$ cat config.mk
export PLATFORM = sky130hd
export DESIGN_NAME = bni_ctrl
export DESIGN_NICKNAME = d
export VERILOG_FILES = /design/src/rtl/bni_pkg.sv /design/src/rtl/bni_ctrl.sv
export SDC_FILE = /design/constraint.sdc
export NUM_CORES = 1
export LEC_CHECK = 0
export BUFFER_PORTS_ARGS = -buffer_cell sky130_fd_sc_hd__buf_4
export CAP_MARGIN = 30
export CORE_UTILIZATION = 54
export DETAILED_ROUTE_END_ITERATION = 10
export PLACE_DENSITY_LB_ADDON = 0.25
export SLEW_MARGIN = 0
export SYNTH_ARGS = -nofsm -noshare
export SYNTH_HDL_FRONTEND = slang
export SYNTH_SLANG_ARGS = --single-unit
$ cat constraint.sdc
create_clock -name i_clk -period 3.45 [get_ports i_clk]
set_clock_uncertainty 0.1 [all_clocks]
set_input_delay 1.035 -clock i_clk [delete_from_list [all_inputs] [get_ports i_clk]]
set_output_delay 1.035 -clock i_clk [all_outputs]
set_load 0.02 [all_outputs]
$ cat src/rtl/bni_pkg.sv
`default_nettype none
package bni_pkg;
    localparam int unsigned MaxChannelsDefault = 256;
    localparam int unsigned DataW = 32;
    localparam int unsigned ChanW = 8;
    localparam int unsigned SpatW = 24;
    localparam int unsigned SpatCfgW = 25;
    localparam int unsigned ChCfgW = 9;
    localparam int unsigned SpatialLimit = 25'd16777216;

    localparam logic RegChannelCount = 1'b0;
    localparam logic RegSpatialCount = 1'b1;

    localparam logic ActLoad = 1'b0;
    localparam logic ActSample = 1'b1;

    // commands from controller to datapath
    typedef struct packed {
        logic capture;   // latch sample and channel, present table address
        logic root_init; // start square root with variance read data
        logic root_step;
        logic div_init;
        logic div_step;
        logic finish;    // form result into output register
    } t_dp_cmd;

    typedef struct packed {
        logic root_done;
        logic div_done;
    } t_dp_status;
endpackage
`default_nettype wire

$ cat src/rtl/bni_ctrl.sv
`default_nettype none
module bni_ctrl
    import bni_pkg::*;
#(
    parameter int unsigned MAX_CHANNELS = MaxChannelsDefault
) (
    input  wire logic                 i_clk,
    input  wire logic                 i_rst_n,
    input  wire logic                 i_cfg_we,
    input  wire logic                 i_cfg_idx,
    input  wire logic [SpatCfgW-1:0]  i_cfg_data,
    input  wire logic                 i_in_fire,
    input  wire logic                 i_in_sample,
    output logic                      o_in_ready,
    output logic                      o_out_valid,
    input  wire logic                 i_out_ready,
    output logic [ChanW-1:0]          o_chan,
    output logic                      o_last,
    output t_dp_cmd                   o_cmd,
    input  wire t_dp_status           i_status
);
    typedef enum logic [5:0] {
        S_IDLE = 6'b000001,
        S_READ = 6'b000010,
        S_ROOT = 6'b000100,
        S_DIV  = 6'b001000,
        S_FIN  = 6'b010000,
        S_OUT  = 6'b100000
    } t_state;

    localparam int unsigned ChLim = (MAX_CHANNELS < 256) ? MAX_CHANNELS : 256;

    t_state r_state, n_state;
    logic [ChCfgW-1:0]   r_ch_cnt;
    logic [SpatCfgW-1:0] r_sp_cnt;
    logic [ChanW-1:0]    r_ch_pos, n_ch_pos;
    logic [SpatW-1:0]    r_sp_pos, n_sp_pos;
    logic [ChanW-1:0]    r_chan;
    logic                r_last;
    logic [ChCfgW-1:0]   w_nch;
    logic [SpatCfgW-1:0] w_nsp;
    logic                w_last;
    logic                r_cmd_div_started;

    always_comb begin
        w_nch = r_ch_cnt;
        if (w_nch == '0) w_nch = ChCfgW'(1);
        if (w_nch > ChCfgW'(ChLim)) w_nch = ChCfgW'(ChLim);
        w_nsp = r_sp_cnt;
        if (w_nsp == '0) w_nsp = SpatCfgW'(1);
        if (w_nsp > SpatCfgW'(SpatialLimit)) w_nsp = SpatCfgW'(SpatialLimit);
        w_last = ({1'b0, r_sp_pos} + 25'd1) >= w_nsp;
        n_sp_pos = w_last ? '0 : r_sp_pos + 24'd1;
        n_ch_pos = r_ch_pos;
        if (w_last) begin
            n_ch_pos = (({1'b0, r_ch_pos} + 9'd1) >= w_nch) ? '0 : r_ch_pos + 8'd1;
        end
    end

    always_comb begin
        n_state = r_state;
        o_cmd   = '0;
        case (r_state)
            S_IDLE: begin
                if (i_in_fire && i_in_sample) begin
                    o_cmd.capture = 1'b1;
                    n_state = S_READ;
                end
            end
            S_READ: begin
                o_cmd.root_init = 1'b1;
                n_state = S_ROOT;
            end
            S_ROOT: begin
                o_cmd.root_step = 1'b1;
                if (i_status.root_done) begin
                    n_state = S_DIV;
                end
            end
            S_DIV: begin
                if (!r_cmd_div_started) begin
                    o_cmd.div_init = 1'b1;
                end else begin
                    o_cmd.div_step = 1'b1;
                    if (i_status.div_done) n_state = S_FIN;
                end
            end
            S_FIN: begin
                o_cmd.finish = 1'b1;
                n_state = S_OUT;
            end
            S_OUT: begin
                if (i_out_ready) n_state = S_IDLE;
            end
            default: n_state = S_IDLE;
        endcase
    end

    always_ff @(posedge i_clk) begin
        if (!i_rst_n) begin
            r_state  <= S_IDLE;
            r_ch_cnt <= ChCfgW'(1);
            r_sp_cnt <= SpatCfgW'(1);
            r_ch_pos <= '0;
            r_sp_pos <= '0;
            r_cmd_div_started <= 1'b0;
        end else begin
            r_state <= n_state;
            r_cmd_div_started <= (r_state == S_DIV);
            if (i_cfg_we) begin
                if (i_cfg_idx == RegChannelCount) r_ch_cnt <= i_cfg_data[ChCfgW-1:0];
                else r_sp_cnt <= i_cfg_data;
            end
            if (o_cmd.capture) begin
                r_ch_pos <= n_ch_pos;
                r_sp_pos <= n_sp_pos;
            end
        end
    end

    always_ff @(posedge i_clk) begin
        if (o_cmd.capture) begin
            r_chan <= r_ch_pos;
            r_last <= w_last;
        end
    end

    assign o_in_ready  = (r_state == S_IDLE);
    assign o_out_valid = (r_state == S_OUT);
    assign o_chan      = (r_state == S_IDLE) ? r_ch_pos : r_chan;
    assign o_last      = r_last;
endmodule
`default_nettype wire

==> impl_metrics.yaml, run 1 <==
pwr:
  swShare_pct: 34.5
  p_sw_mw: 0.901
  combPwrFrac_pct: 29.5
  clock_power_share_pct: 29.2
  p_int_mw: 1.71
  fin_total_pwr_mw: 2.61
  power_per_cell_area_mw_per_mm2: 434
  p_leak_nw: 2.51
  ir_drop_uv: 267
  p_seq_share_pct: 41.3
cts:
  clk_pin_slew_ps: 90
  cts.sink_count: 82
  clockBufferDepth: 2
  htreeDepth: 3
  cts_root_buf: "clkbuf_8"
  tritoncts: "yes"
  hold_buffers: 0
  numCtsBuffers: 9
  clock_latency_ps: 360
sta:
  fmax_mhz: 284
  rsz0062_at_grt: "true"
  setup-tns-final_ps: -199
  fin_ws_ps: -75.6
  hold_viol: 0
  setup_violations: 3
  slew_viol_final: 0
  period_share_pct: 102
  slew_headroom_pct: 49.6
  worst_slew_pin_slew_ps: 756
  finalWorstPathRequiredPeriod_ps: 3530
worst_setup_path:
  critPathCaptureType: "register"
  worstSetupPathType: "reg -> reg"
  cp_data_arrival_time_ps: 3710
  cp-start-kind: "register"
  crit_required_ps: 3630
  critPathLaunch: "r_sp_pos[0]"
  path_max_fanout: 14
  regToRegStartpoint: "r_sp_pos[0]"
floorplanning:
  start_util_pct: 56.8
  die_y_um: 98.7
  fp-row-count: 34
  die_w_um: 98.7
  fp.coreArea_mm2: 0.00889
  dieArea_mm2: 0.00973
  io_pins: 51
yosys:
  syn-num-nets: 695
  synth_top_area_share_pct: 29.0
  synth_cell_types: 67
  yosysWarnings: 0
  yosysSeqAreaShare_pct: 34.3
  synth_top_area_cell: "dfxtp_1"
  ys_ff_latch: 82
  synth_edf_count: 9
  synthCells: 625
  synth_ff_type: "dfxtp_1"
  synth_area_mm2: 0.00505
  async_flop_share_pct: 0
  synthTopCellsByArea: "dfxtp_1 29%, nand2_1 13%, ha_1 8.9%"
  avgSynthCellArea_um2: 8.07
global_routing:
  grt_usage_pct: 26.0
  grt_busiest_layer: "met2"
  grt_max_degree: 50
  gr-usage-met2_pct: 44.2
  antenna_found_initial: 0
  first_global_vias: 4398
  globalRoute.totalOverflow: 0
  grt_first_pass_wirelength_um: 20400
  use_met1_pct: 33.7
  globalRouteMet3Util_pct: 3.97
final_layout:
  synthToLayoutAreaGrowth_pct: 19.3
  instances_no_fill: 803
  utilization_pct: 67.7
  final_nets: 760
  regArea_mm2: 0.00174
  fillCellCount: 723
  final_common_cell: "nand2_1"
  multi_input_area_mm2: 0.00316
  antenna-diode-count: 0
  layout_common_cells: "173 x nand2_1, 84 x buf_4, 70 x dfxtp_1"
  drive_gt1_share_pct: 21.3
placement:
  place_ws_ps: -150
  dpl.cell_count: 776
  io_buffers: 50
  gp_congestion: 0.846
  hpwl_um: 8790
routing:
  vias_per_cell: 5.94
  dr.pass1.iters: 5
  drc_errors: 0
  wire_per_inst_um: 15.6
  routed_wl_um: 12600
  vias: 4769
  drt-initial-drc-count: 319
  ant_nets: 0
job:
  cap_violations: 0
status:
  status: "complete, but fails checks"
  violations: "setup timing"
hold_path:
  hp-start: "r_sp_cnt[20]"
  worst_hold_path_type: "reg -> reg"
==> final timing paths <==
path	endpoint	slack, ps	cells past startpoint
worst min-delay path	r_sp_cnt[20]	370	2
worst max register to register	r_sp_pos[9]	-80	16
worst min register to register	r_sp_cnt[20]	370	2
worst max-delay path	r_sp_pos[9]	-80	16
==> logic make-up (layout without fill, tap and decap cells) <==
group | Yosys count | in the layout | synth area share [%]
compound gates | 117 | 117 | 15.4
xor+xnor | 28 | 28 | 5.16
fa+ha+maj | 36 | 36 | 8.93
buf+inv | 50 | 120 | 5.31
flops | 82 | 82 | 34.3
mux | 3 | 3 | 0.595
simple gates | 309 | 309 | 30.3
==> cells in the mapped netlist, drive strengths merged, types with 11 or more instances <==
cell	count
a21oi	53
a32o	14
clkbuf	27
dfxtp	73
ha	36
nand2	174
nand3	20
nand4	13
nor2	24
nor3	17
nor4	12
o21ai	11
xnor2	18
==> metal layers <==
layer | vias to the layer above | share of wire (%)
li1 | 2343 | -
met1 | 2246 | 44
met4 | 0 | 2.2
met3 | 29 | 5.0
met2 | 151 | 48
met5 | - | 0
==> through the flow <==
step	hold slack (ps)	instance area (um^2)
after floorplan	306	5050
after global placement	361	5570
after detailed placement	366	5570
after CTS	378	5820
after global routing	399	6020
final	374	6020
==> worst max-delay path, stage by stage (launching register included) <==
cell and delay [ps]:
dfxtp_1 380, ha_1 210, nand3_2 120, nor2_4 150
nand3_2 130, buf_4 180, nor2_2 110, xor2_1 290
ha_4 260, nand2_1 60, nor2_1 50, a211oi_2 190
o211ai_1 210, buf_4 220, buf_4 190, or4b_1 470
a21oi_1 160
==> cell type report <==
type,instances,share of cell area [%]
clock buffers,10,2.47
clock inverters,6,1.14
inverters,13,0.811
multi-input cells,493,52.5
flip-flops and latches,82,28.9
well taps,108,2.25
repair buffers,91,11.9
==> power groups by stage <==
| stage | Clock, mW | Combinational [mW] | Sequential [mW] |
|---|---|---|---|
| after floorplan | 0 | 0.503 | 1.09 |
| after global placement | 0 | 0.706 | 1.09 |
| after detailed placement | 0 | 0.726 | 1.10 |
| after CTS | 0.772 | 0.744 | 1.08 |
| after global routing | 0.821 | 0.844 | 1.09 |
| final | 0.764 | 0.771 | 1.08 |
==> flip-flops by register name, indices dropped and copies added (netlist names) <==
name / cells
r_chan: 8
r_sp_pos: 24
r_ch_cnt: 9
o_last: 1
r_cmd_div_started: 1
r_sp_cnt: 25
r_ch_pos: 8
r_state: 6
==> timing repair <==
action                     4_1_cts  5_1_grt
pin swaps                        0       11
setup endpoints to repair       25       33
resized for setup                3       29
cloned                           0        2
buffers inserted                 3        6
Note: power is estimated with default switching activity, not from simulation.
==> run 2, diff against run 1 <==
CELL_PAD_IN_SITES_DETAIL_PLACEMENT = 2   (was not set)
CELL_PAD_IN_SITES_GLOBAL_PLACEMENT = 2   (was not set)
CORE_ASPECT_RATIO = 1.75   (was not set)
CORE_UTILIZATION = 32   (was 54)
CTS_CLUSTER_SIZE = 16   (was not set)
==> impl_metrics.yaml, run 2 (same netlist as run 1, synthesis figures left out) <==
sta:
  hold_viol: 0
  finalWorstPathRequiredPeriod_ps: 3730
  fmax_mhz: 268
  slew_headroom_pct: 41.1
  rsz0062_at_grt: "true"
  fin_ws_ps: -276
  slew_viol_final: 0
  setup_violations: 33
  worst_slew_pin_slew_ps: 884
  setup-tns-final_ps: -5930
  period_share_pct: 108
routing:
  dr.pass1.iters: 4
  drt-initial-drc-count: 195
  vias_per_cell: 5.73
  wire_per_inst_um: 23.9
  drc_errors: 0
  routed_wl_um: 22400
  ant_nets: 0
  vias: 5362
worst_setup_path:
  critPathMostFrequentCell: "buf_4"
  r2r-end: "r_sp_pos[7]"
  cp-start-kind: "register"
  crit_slowest_cell: "or4b_4"
  worstRegToRegCells: 14
  cp_data_arrival_time_ps: 3890
  path_buf_inv: 3
  path_max_fanout: 6
  critPathCaptureType: "register"
  regToRegStartpoint: "r_sp_pos[1]"
  critPathLaunch: "r_sp_pos[1]"
  path_depth: 14
  crit_path_max_incr_delay_ps: 530
  crit_required_ps: 3620
  r2r_slack_ps: -280
  crit_end: "r_sp_pos[7]"
  cp_cell_sequence: "buf_4 -> nand3_2 -> nor2_4 -> buf_4 -> nand3_1 -> xnor2_1 -> ha_4 -> nand4_1 -> nor4_4 -> a21oi_2 -> o21ai_4 -> buf_4 -> or4b_4 -> a21oi_4"
  critPathTopFamily: "simple AND/OR/NAND/NOR gates"
  worstSetupPathType: "reg -> reg"
final_layout:
  antenna-diode-count: 0
  utilization_pct: 46.1
  final_area_mm2: 0.00709
  largest_reg_flops: 25
  synthToLayoutAreaGrowth_pct: 40.5
  final_common_cell: "nand2_1"
  drive_gt1_share_pct: 33.5
  final_nets: 815
  multi_input_area_mm2: 0.00354
  fillCellCount: 1650
  instances_no_fill: 936
  regArea_mm2: 0.00174
  max_flop_register: "r_sp_cnt"
  largestRegisters: "r_sp_cnt: 25 flops, r_sp_pos: 24 flops, r_ch_cnt: 9 flops"
  layout_common_cells: "167 x nand2_1, 132 x buf_4, 67 x dfxtp_1"
cts:
  htreeDepth: 3
  numCtsBuffers: 9
  clock_latency_ps: 350
  hold_buffers: 0
  clk_pin_slew_ps: 70
  clockBufferDepth: 2
  tritoncts: "yes"
  cts_root_buf: "clkbuf_16"
  cts.sink_count: 82
floorplanning:
  die_y_um: 168
  io_pins: 51
  fp-row-count: 60
  die_w_um: 96.9
  fp.coreArea_mm2: 0.0154
  start_util_pct: 32.8
  dieArea_mm2: 0.0163
pwr:
  ir_drop_uv: 285
  power_per_cell_area_mw_per_mm2: 439
  p_leak_nw: 2.92
status:
  violations: "setup timing"
  status: "complete, but fails checks"
placement:
  gp_congestion: 0.827
  dpl.cell_count: 894
  place_area_mm2: 0.00597
  place_ws_ps: -327
  hpwl_um: 13600
  io_buffers: 50
global_routing:
  grt_usage_pct: 24.2
  first_global_vias: 5759
  gr-usage-met2_pct: 48.7
  globalRouteMet3Util_pct: 3.49
  grt_first_pass_wirelength_um: 30600
  grt_max_degree: 36
  use_met1_pct: 22.6
  antenna_found_initial: 0
  globalRoute.totalOverflow: 0
  grt_busiest_layer: "met2"
hold_path:
  worst_hold_path_type: "reg -> reg"
job:
  cap_violations: 0
## run 2: changes by cell type in the layout (fill, tap and decap cells not counted), moves of 4 or more
| cell | before | now |
|---|---|---|
| nand2_1 | 173 | 167 |
| ha_4 | 1 | 15 |
| a21oi_2 | 1 | 9 |
| buf_4 | 84 | 132 |
| clkbuf_16 | 1 | 12 |
| buf_6 | 4 | 8 |
| a21oi_1 | 52 | 43 |
| ha_1 | 35 | 20 |
| clkbuf_8 | 9 | 0 |
## run 2: worst min-delay path by stage
stage	from	end	slack [ps]	cells past startpoint
floorplan	r_ch_pos[4]	r_chan[4]	310	0
global placement	r_ch_cnt[0]	r_ch_cnt[0]	360	2
detailed placement	r_ch_cnt[0]	r_ch_cnt[0]	370	2
CTS	r_ch_cnt[6]	r_ch_cnt[6]	390	2
global route	r_ch_cnt[5]	r_ch_cnt[5]	410	2
finish	r_ch_cnt[6]	r_ch_cnt[6]	380	2
## run 2: through the flow
stage               hold WS [ps]  power (mW)
floorplan                    306        1.59
global placement             363        1.87
detailed placement           369        1.91
CTS                          386        3.05
global route                 409        3.23
finish                       378        3.11
## run 2: area by class of cell
class                   count  share of cell area [%]
clock buffers              13                    3.99
clock inverters             3                   0.618
inverters                  13                   0.688
multi-input cells         493                    49.9
flip-flops and latches     82                    24.6
well taps                 186                    3.28
repair buffers            146                    16.9
## run 2: tightest hold or removal path, delay by kind of cell (launching register included)
family / cells / cell delay [ps]
AO/OA/AOI/OAI: 1 / 50
flip-flops: 1 / 320
AND/OR/NAND/NOR: 1 / 60
## run 2: repair_timing
action | CTS | global route
buffers inserted | 10 | 12
cloned | 3 | 1
hold endpoints to repair | 0 | 0
pin swaps | 35 | 22
setup endpoints to repair | 33 | 33
gates resized for setup | 50 | 56
## run 2: where the power goes
group / switching (mW) / internal (mW)
combinational: 0.572 / 0.379
clock: 0.430 / 0.651
sequential: 0.0593 / 1.02
## run 2: layer usage
| layer | vias to the layer above | wire (um) |
|---|---|---|
| met5 | - | 0 |
| met4 | 0 | 1240 |
| met3 | 72 | 750 |
| met2 | 162 | 12700 |
| met1 | 2672 | 7690 |
| li1 | 2456 | - |
